**src/design/sed_pkg.sv**
```systemverilog
package sed_pkg;

    // Register indexes on the configuration port
    localparam logic [1:0] REG_START_BYTE = 2'd0;
    localparam logic [1:0] REG_END_BYTE   = 2'd1;
    localparam logic [1:0] REG_MAX_LEN    = 2'd2;

    // Reset values of the configuration registers
    localparam logic [7:0]  START_BYTE_RST = 8'h02;
    localparam logic [7:0]  END_BYTE_RST   = 8'h03;
    localparam logic [10:0] MAX_LEN_RST    = 11'd1024;

    // Smallest frame length the limit may take
    localparam logic [10:0] LEN_FLOOR = 11'd4;

    // CRC-16/Modbus
    localparam logic [15:0] CRC_INIT = 16'hFFFF;
    localparam logic [15:0] CRC_POLY = 16'hA001;

    // Frame status codes
    localparam logic [1:0] STAT_CRC_OK   = 2'd0;
    localparam logic [1:0] STAT_CRC_BAD  = 2'd1;
    localparam logic [1:0] STAT_OVERFLOW = 2'd2;

    typedef enum logic [1:0] {
        PH_IDLE   = 2'd0,
        PH_BODY   = 2'd1,
        PH_CRC_HI = 2'd2,
        PH_CRC_LO = 2'd3
    } phase_t;

    // Settings seen by the deframer
    typedef struct packed {
        logic [7:0]  start_byte;
        logic [7:0]  end_byte;
        logic [10:0] limit;
    } cfg_t;

    // One result item
    typedef struct packed {
        logic [7:0]  out_byte;
        logic        in_frame;
        logic [9:0]  byte_position;
        logic        frame_end;
        logic [1:0]  frame_status;
        logic [10:0] frame_length;
    } result_t;

    // Bytewise reflected CRC update
    function automatic logic [15:0] crc_byte(input logic [15:0] crc, input logic [7:0] b);
        logic [15:0] c;
        c = crc ^ {8'h00, b};
        for (int k = 0; k < 8; k++)
        begin
            if (c[0])
                c = (c >> 1) ^ CRC_POLY;
            else
                c = c >> 1;
        end
        return c;
    endfunction

endpackage

```
**src/design/stx_etx_crc16_deframer.sv**
```systemverilog
// Channel   Handshake              Payload
// -------   ---------------------  ----------------------------------------------
// input     in_valid / in_ready    rx_byte
// output    out_valid / out_ready  out_byte, in_frame, byte_position, frame_end,
//                                  frame_status, frame_length
// config    APB, pready always 1   start_byte @0x0, end_byte @0x4, max length @0x8
//
// One byte per cycle unless the output stalls; bytes pass the input register, the
// CRC/state step and the result register. The bytewise CRC network sets the path.
// Reset clears the frame state to idle and loads the register defaults.
// A stalled output holds its result; one more byte waits in the input register.
module stx_etx_crc16_deframer #(
    parameter int MAX_FRAME_BYTES = 1024
) (
    input  logic        clk,
    input  logic        rst_n,
    input  logic        in_valid,
    output logic        in_ready,
    input  logic [7:0]  rx_byte,
    output logic        out_valid,
    input  logic        out_ready,
    output logic [7:0]  out_byte,
    output logic        in_frame,
    output logic [9:0]  byte_position,
    output logic        frame_end,
    output logic [1:0]  frame_status,
    output logic [10:0] frame_length,
    input  logic        psel,
    input  logic        penable,
    input  logic        pwrite,
    input  logic [3:0]  paddr,
    input  logic [31:0] pwdata,
    output logic [31:0] prdata,
    output logic        pready
);
    import sed_pkg::*;

    localparam int LEN_TOP_INT = (MAX_FRAME_BYTES > 1024) ? 1024 : MAX_FRAME_BYTES;
    localparam logic [10:0] LEN_TOP = LEN_TOP_INT[10:0];

    cfg_t    cfg;
    result_t result;

    sed_cfg #(
        .LEN_TOP (LEN_TOP)
    ) u_cfg (
        .clk     (clk),
        .rst_n   (rst_n),
        .psel    (psel),
        .penable (penable),
        .pwrite  (pwrite),
        .paddr   (paddr),
        .pwdata  (pwdata),
        .prdata  (prdata),
        .pready  (pready),
        .cfg     (cfg)
    );

    sed_core u_core (
        .clk       (clk),
        .rst_n     (rst_n),
        .cfg       (cfg),
        .in_valid  (in_valid),
        .in_ready  (in_ready),
        .rx_byte   (rx_byte),
        .out_valid (out_valid),
        .out_ready (out_ready),
        .result    (result)
    );

    // Break the result out onto its ports
    assign out_byte      = result.out_byte;
    assign in_frame      = result.in_frame;
    assign byte_position = result.byte_position;
    assign frame_end     = result.frame_end;
    assign frame_status  = result.frame_status;
    assign frame_length  = result.frame_length;

endmodule

```
**src/design/sed_cfg.sv**
```systemverilog
module sed_cfg #(
    parameter logic [10:0] LEN_TOP = 11'd1024
) (
    input  logic                clk,
    input  logic                rst_n,
    input  logic                psel,
    input  logic                penable,
    input  logic                pwrite,
    input  logic [3:0]          paddr,
    input  logic [31:0]         pwdata,
    output logic [31:0]         prdata,
    output logic                pready,
    output sed_pkg::cfg_t       cfg
);
    import sed_pkg::*;

    logic [7:0]  start_byte_reg;
    logic [7:0]  end_byte_reg;
    logic [10:0] max_len_reg;
    logic [1:0]  reg_index;
    logic        wr_en;
    logic [10:0] lim_hi;

    assign pready    = 1'b1;
    assign reg_index = paddr[3:2];
    assign wr_en     = psel & penable & pwrite;

    // Write registers on the access cycle
    always_ff @(posedge clk or negedge rst_n)
    begin
        if (!rst_n)
        begin
            start_byte_reg <= START_BYTE_RST;
            end_byte_reg   <= END_BYTE_RST;
            max_len_reg    <= MAX_LEN_RST;
        end
        else if (wr_en)
        begin
            case (reg_index)
                REG_START_BYTE: start_byte_reg <= pwdata[7:0];
                REG_END_BYTE:   end_byte_reg   <= pwdata[7:0];
                REG_MAX_LEN:    max_len_reg    <= pwdata[10:0];
                default:        ;
            endcase
        end
    end

    // Read back
    always_comb
    begin
        case (reg_index)
            REG_START_BYTE: prdata = {24'd0, start_byte_reg};
            REG_END_BYTE:   prdata = {24'd0, end_byte_reg};
            REG_MAX_LEN:    prdata = {21'd0, max_len_reg};
            default:        prdata = 32'd0;
        endcase
    end

    // Clamp the length limit
    always_comb
    begin
        lim_hi = (max_len_reg > LEN_TOP) ? LEN_TOP : max_len_reg;
        cfg.start_byte = start_byte_reg;
        cfg.end_byte   = end_byte_reg;
        cfg.limit      = (lim_hi < LEN_FLOOR) ? LEN_FLOOR : lim_hi;
    end

endmodule

```
**src/design/sed_core.sv**
```systemverilog
module sed_core (
    input  logic                clk,
    input  logic                rst_n,
    input  sed_pkg::cfg_t       cfg,
    input  logic                in_valid,
    output logic                in_ready,
    input  logic [7:0]          rx_byte,
    output logic                out_valid,
    input  logic                out_ready,
    output sed_pkg::result_t    result
);
    import sed_pkg::*;

    logic        s1_valid_reg;
    logic [7:0]  s1_byte_reg;
    phase_t      phase_reg, phase_next;
    logic [15:0] crc_reg, crc_next;
    logic [10:0] count_reg, count_next;
    logic [15:0] exp_reg, exp_next;
    logic        out_valid_reg;
    result_t     out_reg, out_next;
    logic        advance;
    logic [7:0]  b;
    logic [10:0] count_inc;

    assign advance   = s1_valid_reg & (~out_valid_reg | out_ready);
    assign in_ready  = ~s1_valid_reg | advance;
    assign out_valid = out_valid_reg;
    assign result    = out_reg;
    assign b         = s1_byte_reg;
    assign count_inc = count_reg + 11'd1;

    // Hold input request until the step logic takes it
    always_ff @(posedge clk or negedge rst_n)
    begin
        if (!rst_n)
            s1_valid_reg <= 1'b0;
        else if (in_valid && in_ready)
            s1_valid_reg <= 1'b1;
        else if (advance)
            s1_valid_reg <= 1'b0;
    end

    always_ff @(posedge clk)
    begin
        if (in_valid && in_ready)
            s1_byte_reg <= rx_byte;
    end

    // Frame state and result for one byte
    always_comb
    begin
        phase_next = phase_reg;
        crc_next   = crc_reg;
        count_next = count_reg;
        exp_next   = exp_reg;
        out_next   = '0;
        out_next.out_byte = b;
        case (phase_reg)
            PH_IDLE:
            begin
                if (b == cfg.start_byte)
                begin
                    crc_next   = crc_byte(CRC_INIT, b);
                    count_next = 11'd1;
                    phase_next = PH_BODY;
                    out_next.in_frame = 1'b1;
                end
            end
            default:
            begin
                out_next.in_frame      = 1'b1;
                out_next.byte_position = count_reg[9:0];
                if (count_inc > cfg.limit)
                begin
                    // Drop an oversized frame
                    out_next.frame_end    = 1'b1;
                    out_next.frame_status = STAT_OVERFLOW;
                    out_next.frame_length = count_reg;
                    phase_next = PH_IDLE;
                    crc_next   = CRC_INIT;
                    count_next = 11'd0;
                    exp_next   = 16'd0;
                end
                else if (phase_reg == PH_BODY)
                begin
                    crc_next   = crc_byte(crc_reg, b);
                    count_next = count_inc;
                    if (b == cfg.end_byte)
                        phase_next = PH_CRC_HI;
                end
                else if (phase_reg == PH_CRC_HI)
                begin
                    exp_next   = crc_reg ^ {b, 8'h00};
                    count_next = count_inc;
                    phase_next = PH_CRC_LO;
                end
                else
                begin
                    out_next.frame_end    = 1'b1;
                    out_next.frame_status = (exp_reg == {8'h00, b}) ? STAT_CRC_OK
                                                                    : STAT_CRC_BAD;
                    out_next.frame_length = count_inc;
                    phase_next = PH_IDLE;
                    crc_next   = CRC_INIT;
                    count_next = 11'd0;
                    exp_next   = 16'd0;
                end
            end
        endcase
    end

    // Advance frame state
    always_ff @(posedge clk or negedge rst_n)
    begin
        if (!rst_n)
        begin
            phase_reg <= PH_IDLE;
            crc_reg   <= CRC_INIT;
            count_reg <= 11'd0;
            exp_reg   <= 16'd0;
        end
        else if (advance)
        begin
            phase_reg <= phase_next;
            crc_reg   <= crc_next;
            count_reg <= count_next;
            exp_reg   <= exp_next;
        end
    end

    // Result register
    always_ff @(posedge clk or negedge rst_n)
    begin
        if (!rst_n)
            out_valid_reg <= 1'b0;
        else if (advance)
            out_valid_reg <= 1'b1;
        else if (out_ready)
            out_valid_reg <= 1'b0;
    end

    always_ff @(posedge clk)
    begin
        if (advance)
            out_reg <= out_next;
    end

endmodule

```
**config.mk**
```make
export PLATFORM = sky130hd
export DESIGN_NAME = stx_etx_crc16_deframer
export DESIGN_NICKNAME = d
export VERILOG_FILES = /design/src/design/sed_pkg.sv /design/src/design/stx_etx_crc16_deframer.sv /design/src/design/sed_cfg.sv /design/src/design/sed_core.sv
export SDC_FILE = /design/constraint.sdc
export NUM_CORES = 1
export LEC_CHECK = 0
export BUFFER_PORTS_ARGS = -buffer_cell sky130_fd_sc_hd__buf_2
export CAP_MARGIN = 40
export CORE_UTILIZATION = 50
export CTS_BUF_LIST = sky130_fd_sc_hd__clkbuf_4
export DETAILED_ROUTE_END_ITERATION = 8
export PLACE_DENSITY = 0.73
export SLEW_MARGIN = 30
export SYNTH_ARGS = -nofsm -noshare
export SYNTH_HDL_FRONTEND = slang
export SYNTH_SLANG_ARGS = --single-unit
export TNS_END_PERCENT = 10
```
**constraint.sdc**
```tcl
create_clock -name clk -period 3.65 [get_ports clk]
set_input_delay 0.1825 -clock clk [delete_from_list [all_inputs] [get_ports clk]]
set_output_delay 0.1825 -clock clk [all_outputs]
set_load 0.005 [all_outputs]
```
==> results.json, run 1 <==
{
  "outcome": "finished, final reports clean",
  "die_w_um": 114,
  "grt_pass1_wl_um": 23000,
  "globalRouteTotalUtil_pct": 23.4,
  "clock_sinks": 115,
  "numPortBuffers": 73,
  "root_buffer": "clkbuf_4",
  "synth.top_cell.area_share_pct": 21.5,
  "hold_class": "in2async",
  "crit-reg2reg-launch": "u_core.count_reg[0]",
  "max-slew-margin-rel_pct": 49.0,
  "r2r_slack_ns": 0.19,
  "dp_hpwl_um": 9860,
  "ys_ff_latch": 115,
  "max_cap_viol_count": 0,
  "die-area_mm2": 0.0130,
  "layout-drive-gt1-share_pct": 27.2,
  "critPathKind": "reg2reg",
  "vias": 4718,
  "cp_max_fo": 14,
  "whs_ns": 0.194,
  "ys_warn_count": 0,
  "tightest_slew_ns": 0.761,
  "cts_made_buffers": 17,
  "antenna_found_initial": 0,
  "setup_violations": 0,
  "peakVddDrop_mv": 0.512,
  "end_kind": "flop",
  "first_iter_violations": 406,
  "fmax_mhz": 289,
  "clock_latency_ns": 0.55,
  "cts_tree": "done",
  "clk_pin_slew_worst_paths_ns": 0.11,
  "min_period_ns": 3.46,
  "fin_setup_tns_ns": 0,
  "largest_register_ffs": 33,
  "critPathRequiredTime_ns": 4.11,
  "place_congestion": 0.886,
  "routed_wl_um": 14300,
  "grt_max_degree": 47,
  "drc_errors": 0,
  "skew_ns": 0.0209,
  "final_util_pct": 60.9,
  "io_pins": 119,
  "initial_utilization_pct": 51.9,
  "cts.path.max_buffers": 2,
  "syn_to_final_growth_pct": 17.3,
  "synth_area_leader_cell": "dfrtp_1",
  "syn_inst": 596,
  "via_per_inst": 5.37,
  "rr_worst_depth": 16,
  "die_y_um": 114,
  "antenna_left": 0,
  "synthArstFlopShare_pct": 64.3,
  "first_pass_iters": 5,
  "overflow": 0,
  "crit_arrival_ns": 3.93,
  "drv_slew": 0,
  "hold_violations": 0,
  "core_area_mm2": 0.0121,
  "post-place-ws_ns": -0.0214,
  "synth_flop_cell": "dfrtp_1",
  "syn_area_per_cell_um2": 10.5,
  "post-route-worst-setup-slack_ns": 0.186,
  "start_kind": "flop",
  "ys_types": 54,
  "finalPower_w": 0.00524,
  "antenna_cells": 0,
  "powerDensity_mw_per_mm2": 711,
  "synth_area_mm2": 0.00628,
  "routedWlPerCell_um": 16.3,
  "rows": 40,
  "final_nets": 764,
  "timing.rr.end": "u_core.crc_reg[13]",
  "total_leakage_power_nw": 3.15,
  "finalCritPeriodShare_pct": 94.9,
  "synth_edf_count": 41,
  "synth_area_leaders": "dfrtp_1 22%, edfxtp_1 20%, dfstp_2 8.4%, xnor2_1 6.7%, nand2_1 4.8%",
  "htree_levels": 4,
  "yosysSeqAreaShare_pct": 49.5,
  "grt_pass1_vias": 4605
}
## cell families after synthesis
logic type / count (synthesis) / share of synthesized area, %
AOI/OAI and AO/OA: 106 / 10.5
xor gates and xnor gates: 71 / 10.9
adders and majority gates: 16 / 3.19
buffers and inverters: 72 / 6.41
DFF: 115 / 49.5
muxes: 33 / 5.75
other: 2 / 0.120
and+or+nand+nor: 181 / 13.7
## worst max-delay path, cell delays in order (launching register included)
cell,delay (ns)
dfrtp_1,0.38
ha_2,0.23
nand3_1,0.16
nor2_2,0.18
buf_4,0.15
nand3_1,0.09
xor2_1,0.25
inv_1,0.09
ha_1,0.22
a211oi_2,0.28
o211ai_4,0.14
o311ai_4,0.31
buf_12,0.17
nand3_1,0.08
buf_4,0.21
o21ai_0,0.28
o21ai_0,0.13
## synthesized netlist by cell type, drive strengths merged, types with 2 or more instances
library cell and number:
nand3 14, nand4 8, nor2 24, a22oi 2
nor3b 2, inv 13, conb 2, o21ai 52
clkinv 2, o211ai 2, edfxtp 41, buf 44
a22o 3, xor2 18, clkbuf 13, o31ai 13
nor3 14, mux2 25, mux2i 8, a21boi 2
o22ai 4, dfrtp 54, a21oi 17, nor2b 12
o21bai 2, nand2 80, nand2b 7, and2 6
nor4 9, xnor2 53, a31oi 3, dfstp 20
ha 16
## power breakdown
| group | leakage [nW] | switching [W] | internal [W] |
|---|---|---|---|
| registers | 1.31 | 0.000289 | 0.00173 |
| logic | 1.65 | 0.00121 | 0.000950 |
| clock network | 0.178 | 0.000464 | 0.000591 |
## layout make-up
class | count | area (µm²)
clock buffer | 24 | 180
clock inverter | 8 | 138
fill | 1021 | 4740
inverter | 15 | 56.3
multi-input combinational | 429 | 2900
sequential | 115 | 3110
tap | 168 | 210
timing repair buffer | 119 | 783
## placed cells by master (no fill, tap or decap), types with 4 or more instances in the layout
cell / count
nand2_1: 80
buf_2: 72
dfrtp_1: 54
o21ai_0: 49
xnor2_1: 48
edfxtp_1: 41
mux2_2: 25
clkbuf_4: 24
nor2_1: 23
dlygate4sd3_1: 23
buf_4: 23
conb_1: 22
dfstp_2: 20
xor2_1: 17
a21oi_1: 16
ha_1: 15
nand3_1: 14
inv_1: 13
nor3_1: 13
nor2b_1: 12
o31ai_1: 12
mux2i_1: 8
nand4_1: 8
nor4_1: 6
nand2b_1: 6
and2_1: 5
clkinv_1: 4
o22ai_1: 4
bufinv_16: 4
## worst max path at each step
stage	start	endpoint	slack (ns)	depth (start not counted)
after floorplan	u_core.count_reg[0]	u_core.result[6]	0.34	14
after global placement	u_core.count_reg[0]	u_core.count_reg[6]	0.14	13
after detailed placement	u_core.count_reg[0]	u_core.count_reg[6]	-0.02	13
after CTS	u_core.count_reg[0]	u_core.crc_reg[13]	0.01	14
after global routing	u_core.count_reg[0]	u_core.result[4]	-0.02	15
final	u_core.count_reg[0]	u_core.crc_reg[13]	0.19	16
## timing repair
action,4_1_cts,5_1_grt
hold buffers,23,0
gates resized for setup,0,8
endpoints found under the hold margin,73,0
setup buffers,1,3
setup endpoints to repair,11,53
pin swaps,2,2
## metal layers
metal  GRT usage (%)  wire length [µm]  vias up
met3            5.45               879       31
li1                -                 -     2235
met2            37.7              6730      191
met5               0                 0        -
met1            30.2              6320     2261
met4            10.2               369        0
## stage by stage
stage / instance area [µm²] / instances
2_1_floorplan: 6360 / 616
3_3_place_gp: 6730 / 819
3_5_place_dp: 6730 / 819
4_1_cts: 7290 / 875
5_1_grt: 7370 / 878
6_report: 7370 / 878
Note: power is estimated with default switching activity, not from simulation.
==> run 2: changes to the inputs <==
- clock period: 3.65 -> 3.2 ns (I/O delays scaled with it)
==> run 2 against run 1 <==
  * The flow now finishes with violations (setup timing)
  * Critical path type unchanged
  * Worst hold slack got worse by 0.14 ns
  * Clock skew about the same
  * Via count increased by 2.4%
  * Critical path depth unchanged
  * Largest power group unchanged
  * Utilization increased by 3.7 points
  * Total power increased by 19%
  * Sequential power increased by 14%
  * Register-to-register slack got worse by 0.26 ns
  * Routed wire length increased by 7.6%
  * Largest cell class is now multi-input combinational cells
  * Combinational power increased by 33%
==> results.json, run 2 (same netlist as run 1, synthesis figures left out) <==
{
  "die_w_um": 114,
  "powerDensity_mw_per_mm2": 795,
  "max-slew-margin-rel_pct": 52.4,
  "fillers": 978,
  "largest_register_ffs": 33,
  "root_buffer": "clkbuf_4",
  "post-route-worst-setup-slack_ns": -0.0730,
  "drc_errors": 0,
  "numPortBuffers": 73,
  "rsz0062_at_grt": "true",
  "outcome": "finished, violations left",
  "peakVddDrop_mv": 0.294,
  "htree_levels": 4,
  "dp_hpwl_um": 9950,
  "cts.path.max_buffers": 2,
  "grt_pass1_vias": 4648,
  "clock_latency_ns": 0.55,
  "layout.cells.most_common": "buf_2",
  "critPathTopFamily": "compound AO/OA/AOI/OAI gates",
  "tightest_slew_ns": 0.710,
  "hold_class": "in2async",
  "globalRouteTotalUtil_pct": 23.6,
  "min_period_ns": 3.27,
  "violations": "setup timing",
  "overflow": 0,
  "finalCritPeriodShare_pct": 102,
  "post-place-ws_ns": -0.0358,
  "finalPower_w": 0.00622,
  "crit_chain": "ha_2 > nand3_2 > nor2_4 > buf_4 > nand3_2 > xor2_2 > inv_1 > ha_1 > a211oi_2 > o211ai_4 > o311a_4 > buf_12 > o211ai_4 > clkbuf_16 > nand2_2 > o31ai_2",
  "rows": 40,
  "io_pins": 119,
  "clk_pin_slew_worst_paths_ns": 0.10,
  "grt_pass1_wl_um": 23300,
  "start_kind": "flop",
  "slowest_delay_ns": 0.38,
  "cp_max_fo": 8,
  "first_iter_violations": 288,
  "initial_utilization_pct": 51.9,
  "path_buf_inv": 4,
  "die-area_mm2": 0.0130,
  "slowest_stage": "dfrtp_2",
  "cts_made_buffers": 17,
  "end_kind": "flop",
  "skew_ns": 0.0207,
  "fmax_mhz": 306,
  "critPathKind": "reg2reg",
  "drv_slew": 0,
  "hold_violations": 0,
  "routedWlPerCell_um": 17.1,
  "setup_violations": 22,
  "place_congestion": 0.879,
  "final_cell_mix": "74 x buf_2, 73 x nand2_1, 53 x dfrtp_1, 48 x xnor2_1, 41 x edfxtp_1",
  "max_cap_viol_count": 0,
  "grt_max_degree": 36,
  "antenna_found_initial": 0,
  "routed_wl_um": 15400,
  "die_y_um": 114,
  "antenna_left": 0,
  "crit_arrival_ns": 3.73,
  "first_pass_iters": 6,
  "final_nets": 787,
  "layout-drive-gt1-share_pct": 35.1,
  "antenna_cells": 0,
  "cts_tree": "done",
  "core_area_mm2": 0.0121,
  "via_per_inst": 5.36,
  "syn_to_final_growth_pct": 24.5,
  "clock_sinks": 115,
  "critPathRequiredTime_ns": 3.66,
  "whs_ns": 0.0511,
  "vias": 4831,
  "total_leakage_power_nw": 3.31
}
==> run 2: cell types whose count changed in the layout (fill, tap and decap cells not counted), sizes merged <==
cell	before	now
clkinv	6	7
bufinv	4	2
clkbuf	24	23
buf	96	116
clkinvlp	0	3
inv	13	15
==> run 2: cell type report <==
| type | instances | area (µm²) | share of cell area, % |
|---|---|---|---|
| tap | 168 | 210 | 2.69 |
| inverter | 15 | 56.3 | 0.720 |
| sequential | 115 | 3110 | 39.7 |
| multi-input combinational | 429 | 3120 | 39.9 |
| timing repair buffer | 142 | 1060 | 13.5 |
| clock inverter | 12 | 114 | 1.46 |
| clock buffer | 20 | 150 | 1.92 |
==> run 2: worst paths after layout <==
check                                          from                 endpoint  slack [ns]  depth (start not counted)
worst max-delay path            u_core.count_reg[0]       u_core.exp_reg[10]       -0.07                         16
worst min-delay path                          rst_n       u_core.exp_reg[12]        0.05                          2
min in group clk                           paddr[3]  u_cfg.start_byte_reg[6]        0.21                          3
worst min register to register   u_core.exp_reg[14]       u_core.exp_reg[14]        0.50                          2
max in group asynchronous                     rst_n       u_core.crc_reg[14]        2.37                          4
worst max register to register  u_core.count_reg[0]       u_core.exp_reg[10]       -0.07                         16
==> run 2: power breakdown <==
| group | total (W) | switching [W] | internal, W |
|---|---|---|---|
| logic | 0.00288 | 0.00157 | 0.00131 |
| registers | 0.00231 | 0.000338 | 0.00198 |
| clock network | 0.00103 | 0.000553 | 0.000476 |
| total | 0.00622 | 0.00246 | 0.00376 |
==> run 2: what timing repair did <==
action,CTS,global route
pin swaps,1,23
hold endpoints to repair,58,0
hold buffers,23,0
gates cloned,0,4
gates resized for setup,5,78
endpoints found under the setup margin,22,56
buffers inserted,2,6
==> run 2: layer usage <==
metal,track usage [%],vias to the layer above,wire (µm)
met2,37.4,181,7480
met5,0,-,0
met3,5.03,23,919
met4,9.00,0,248
li1,-,2267,-
met1,32.1,2360,6740
==> run 2: through the flow <==
stage	setup TNS [ns]	std cells	util (%)	instance area [µm²]
finish	-0.778	901	64.6	7820
global route	-6.98	901	64.6	7820
CTS	0	890	61.2	7420
detailed placement	-0.175	833	56.8	6880
global placement	0	833	56.8	6880
floorplan	0	616	-	6360
==> run 3: changes to the inputs <==
- ABC_AREA: default -> 1
- SETUP_SLACK_MARGIN: default -> 0.4
- clock period: 3.2 -> 3.3 ns (I/O delays scaled with it)
==> run 3 against run 2 <==
  * The flow now finishes without violations
  * Register-to-register slack improved by 0.26 ns
  * Clock skew decreased by 0.0054 ns
  * Largest cell class is now registers
  * Cell area increased by 0.77%
  * Synthesized area increased by 0.36%
  * First-iteration DRC count increased by 39%
  * Highest routed layer unchanged
  * Via count increased by 14%
  * Routed wire length increased by 6.6%
  * Flip-flop and latch count unchanged
==> results.json, run 3 <==
{
  "critPathRequiredTime_ns": 3.74,
  "dp_hpwl_um": 10600,
  "skew_ns": 0.0153,
  "slowest_stage": "dfrtp_1",
  "cts_tree": "done",
  "yosysSeqAreaShare_pct": 49.3,
  "final_nets": 921,
  "powerDensity_mw_per_mm2": 768,
  "root_buffer": "clkbuf_4",
  "antenna_found_initial": 0,
  "cts_made_buffers": 17,
  "p_int_w": 0.00360,
  "power.switching_w": 0.00245,
  "grt_use_met2_pct": 42.0,
  "syn_area_per_cell_um2": 8.71,
  "clk_pin_slew_worst_paths_ns": 0.11,
  "tightest_slew_ns": 0.636,
  "fillers": 916,
  "antenna_cells": 0,
  "routedWlPerCell_um": 15.9,
  "syn_to_final_growth_pct": 25.0,
  "max_cap_viol_count": 0,
  "io_pins": 119,
  "ys_warn_count": 0,
  "outcome": "finished, final reports clean",
  "grt.met3_usage_pct": 5.82,
  "globalRouteTotalUtil_pct": 25.6,
  "grt_max_degree": 34,
  "min_period_ns": 3.11,
  "p_comb_share_pct": 43.5,
  "synth_flop_cell": "dfrtp_1",
  "via_per_inst": 5.33,
  "timing.rr.end": "u_core.exp_reg[9]",
  "largest_register_ffs": 33,
  "path_buf_inv": 6,
  "cts.path.max_buffers": 2,
  "drc_errors": 0,
  "cp_max_fo": 7,
  "critPathTopFamily": "simple AND/OR/NAND/NOR gates",
  "synth_area_leader_cell": "dfrtp_1",
  "peakVddDrop_mv": 0.356,
  "crit_arrival_ns": 3.56,
  "critPathKind": "reg2reg",
  "max-slew-margin-rel_pct": 57.4,
  "first_pass_iters": 5,
  "clock_sinks": 115,
  "post-place-ws_ns": 0.0489,
  "swShare_pct": 40.5,
  "grt_busiest_layer": "met2",
  "total_leakage_power_nw": 3.74,
  "clock_power_share_pct": 19.6,
  "finalCritPeriodShare_pct": 94.4,
  "rows": 40,
  "antenna_left": 0,
  "overflow": 0,
  "synth_most_common_cell": "nand2_1",
  "rr_worst_depth": 18,
  "synth_area_leaders": "dfrtp_1 21%, edfxtp_1 20%, nand2_1 12%, dfstp_2 8.3%, o21ai_0 4.2%",
  "numPortBuffers": 73,
  "crit_chain": "buf_6 > nand3_2 > nor2_4 > nand3_2 > nor2_4 > buf_4 > xor2_1 > ha_1 > nand2_1 > inv_1 > nand4_1 > nand3_1 > nand2_2 > buf_6 > buf_12 > nand2_4 > clkbuf_16 > o31ai_1",
  "core_area_mm2": 0.0122,
  "fmax_mhz": 321,
  "routed_wl_um": 16400,
  "htree_levels": 4,
  "hold_violations": 0,
  "clock_latency_ns": 0.54,
  "slowest_delay_ns": 0.44,
  "end_kind": "flop",
  "first_iter_violations": 400,
  "die-area_mm2": 0.0131,
  "place_congestion": 0.953,
  "ys_ff_latch": 115,
  "synthArstFlopShare_pct": 64.3,
  "vias": 5512,
  "initial_utilization_pct": 51.9,
  "met1_usage_pct": 31.9,
  "start_kind": "flop",
  "syn_inst": 724,
  "post-route-worst-setup-slack_ns": 0.186,
  "seq_power_share_pct": 36.8,
  "die_y_um": 114,
  "r2r_slack_ns": 0.19,
  "setup_violations": 0,
  "grt_pass1_wl_um": 25600,
  "synth_edf_count": 41,
  "synth_area_mm2": 0.00631,
  "rsz0062_at_grt": "true",
  "drv_slew": 0,
  "fin_setup_tns_ns": 0,
  "hold_class": "in2async",
  "final_cell_mix": "191 x nand2_1, 73 x buf_2, 65 x inv_1, 54 x dfrtp_1, 50 x o21ai_0",
  "synth.top_cell.area_share_pct": 21.4,
  "crit-reg2reg-launch": "u_core.count_reg[0]",
  "layout.cells.most_common": "nand2_1",
  "layout-drive-gt1-share_pct": 25.7,
  "synth_commonest_cells": "196 x nand2_1, 70 x inv_1, 54 x dfrtp_1, 53 x o21ai_0",
  "grt_pass1_vias": 5273,
  "die_w_um": 114,
  "ys_types": 44
}
run 3: cell count changes in the layout (fill, tap and decap cells not counted), moves of 12 or more:
cell	previous run	this run
mux2_2	25	0
nand3_1	12	35
nand2_1	73	191
nor2b_1	12	0
xnor2_1	48	19
o21ai_0	23	50
inv_1	13	65
nor2_1	21	36
run 3: kinds of logic after synthesis:
| group | share of synthesized area, % |
|---|---|
| simple gates | 20.3 |
| buf+inv | 9.90 |
| compound gates | 11.0 |
| flops | 49.3 |
| xor+xnor | 6.23 |
| fa+ha+maj | 3.17 |
| other cells | 0.119 |
run 3: power by group through the flow:
| stage | Sequential [W] | Clock, W | Combinational, W |
|---|---|---|---|
| global placement | 0.00222 | 0 | 0.00206 |
| global route | 0.00227 | 0.00126 | 0.00287 |
| CTS | 0.00222 | 0.00118 | 0.00243 |
| floorplan | 0.00217 | 0 | 0.00153 |
| detailed placement | 0.00224 | 0 | 0.00214 |
| finish | 0.00223 | 0.00119 | 0.00264 |
run 3: how the worst max path moves through the flow:
stage	start	endpoint	slack, ns	depth (start not counted)
3_3_place_gp	u_core.count_reg[0]	u_core.crc_reg[7]	0.23	18
4_1_cts	u_core.count_reg[0]	u_core.exp_reg[13]	0.25	18
2_1_floorplan	u_core.count_reg[0]	u_core.result[0]	0.43	15
5_1_grt	u_core.count_reg[0]	u_core.exp_reg[9]	0.05	18
3_5_place_dp	u_core.count_reg[0]	u_core.crc_reg[7]	0.05	20
6_report	u_core.count_reg[0]	u_core.exp_reg[9]	0.19	18
run 3: timing repair:
| action | in CTS | in global routing |
|---|---|---|
| pin swaps | 14 | 9 |
| endpoints found under the hold margin | 80 | 0 |
| endpoints found under the setup margin | 58 | 59 |
| gates cloned | 2 | 2 |
| gates resized for setup | 34 | 27 |
| buffers inserted | 12 | 4 |
| hold buffers | 24 | 0 |
run 3: final cells by class:
type	count	area [µm²]	share of cell area (%)
Timing Repair Buffer	139	1080	13.7
Sequential cell	115	3110	39.4
Clock inverter	11	161	2.05
Multi-Input combinational cell	505	2880	36.5
Inverter	76	294	3.73
Clock buffer	21	158	2.00
Tap cell	168	210	2.67
run 3: routing by layer:
layer / vias up / part of all wire [%]
met5: - / 0
met4: 0 / 3.2
met3: 54 / 8.1
met2: 283 / 49
met1: 2570 / 40
li1: 2605 / -
run 3: through the flow:
step / hold WS [ns] / cell area, µm² / std cells / util, % / power [W]
6_report: 0.0680 / 7880 / 1035 / 64.8 / 0.00605
5_1_grt: 0.0805 / 7880 / 1035 / 64.8 / 0.00640
4_1_cts: 0.0644 / 7680 / 1029 / 63.2 / 0.00583
3_5_place_dp: 0.0988 / 6820 / 959 / 56.1 / 0.00438
3_3_place_gp: 0.327 / 6800 / 958 / 55.9 / 0.00427
2_1_floorplan: -0.131 / 6380 / 744 / - / 0.00370
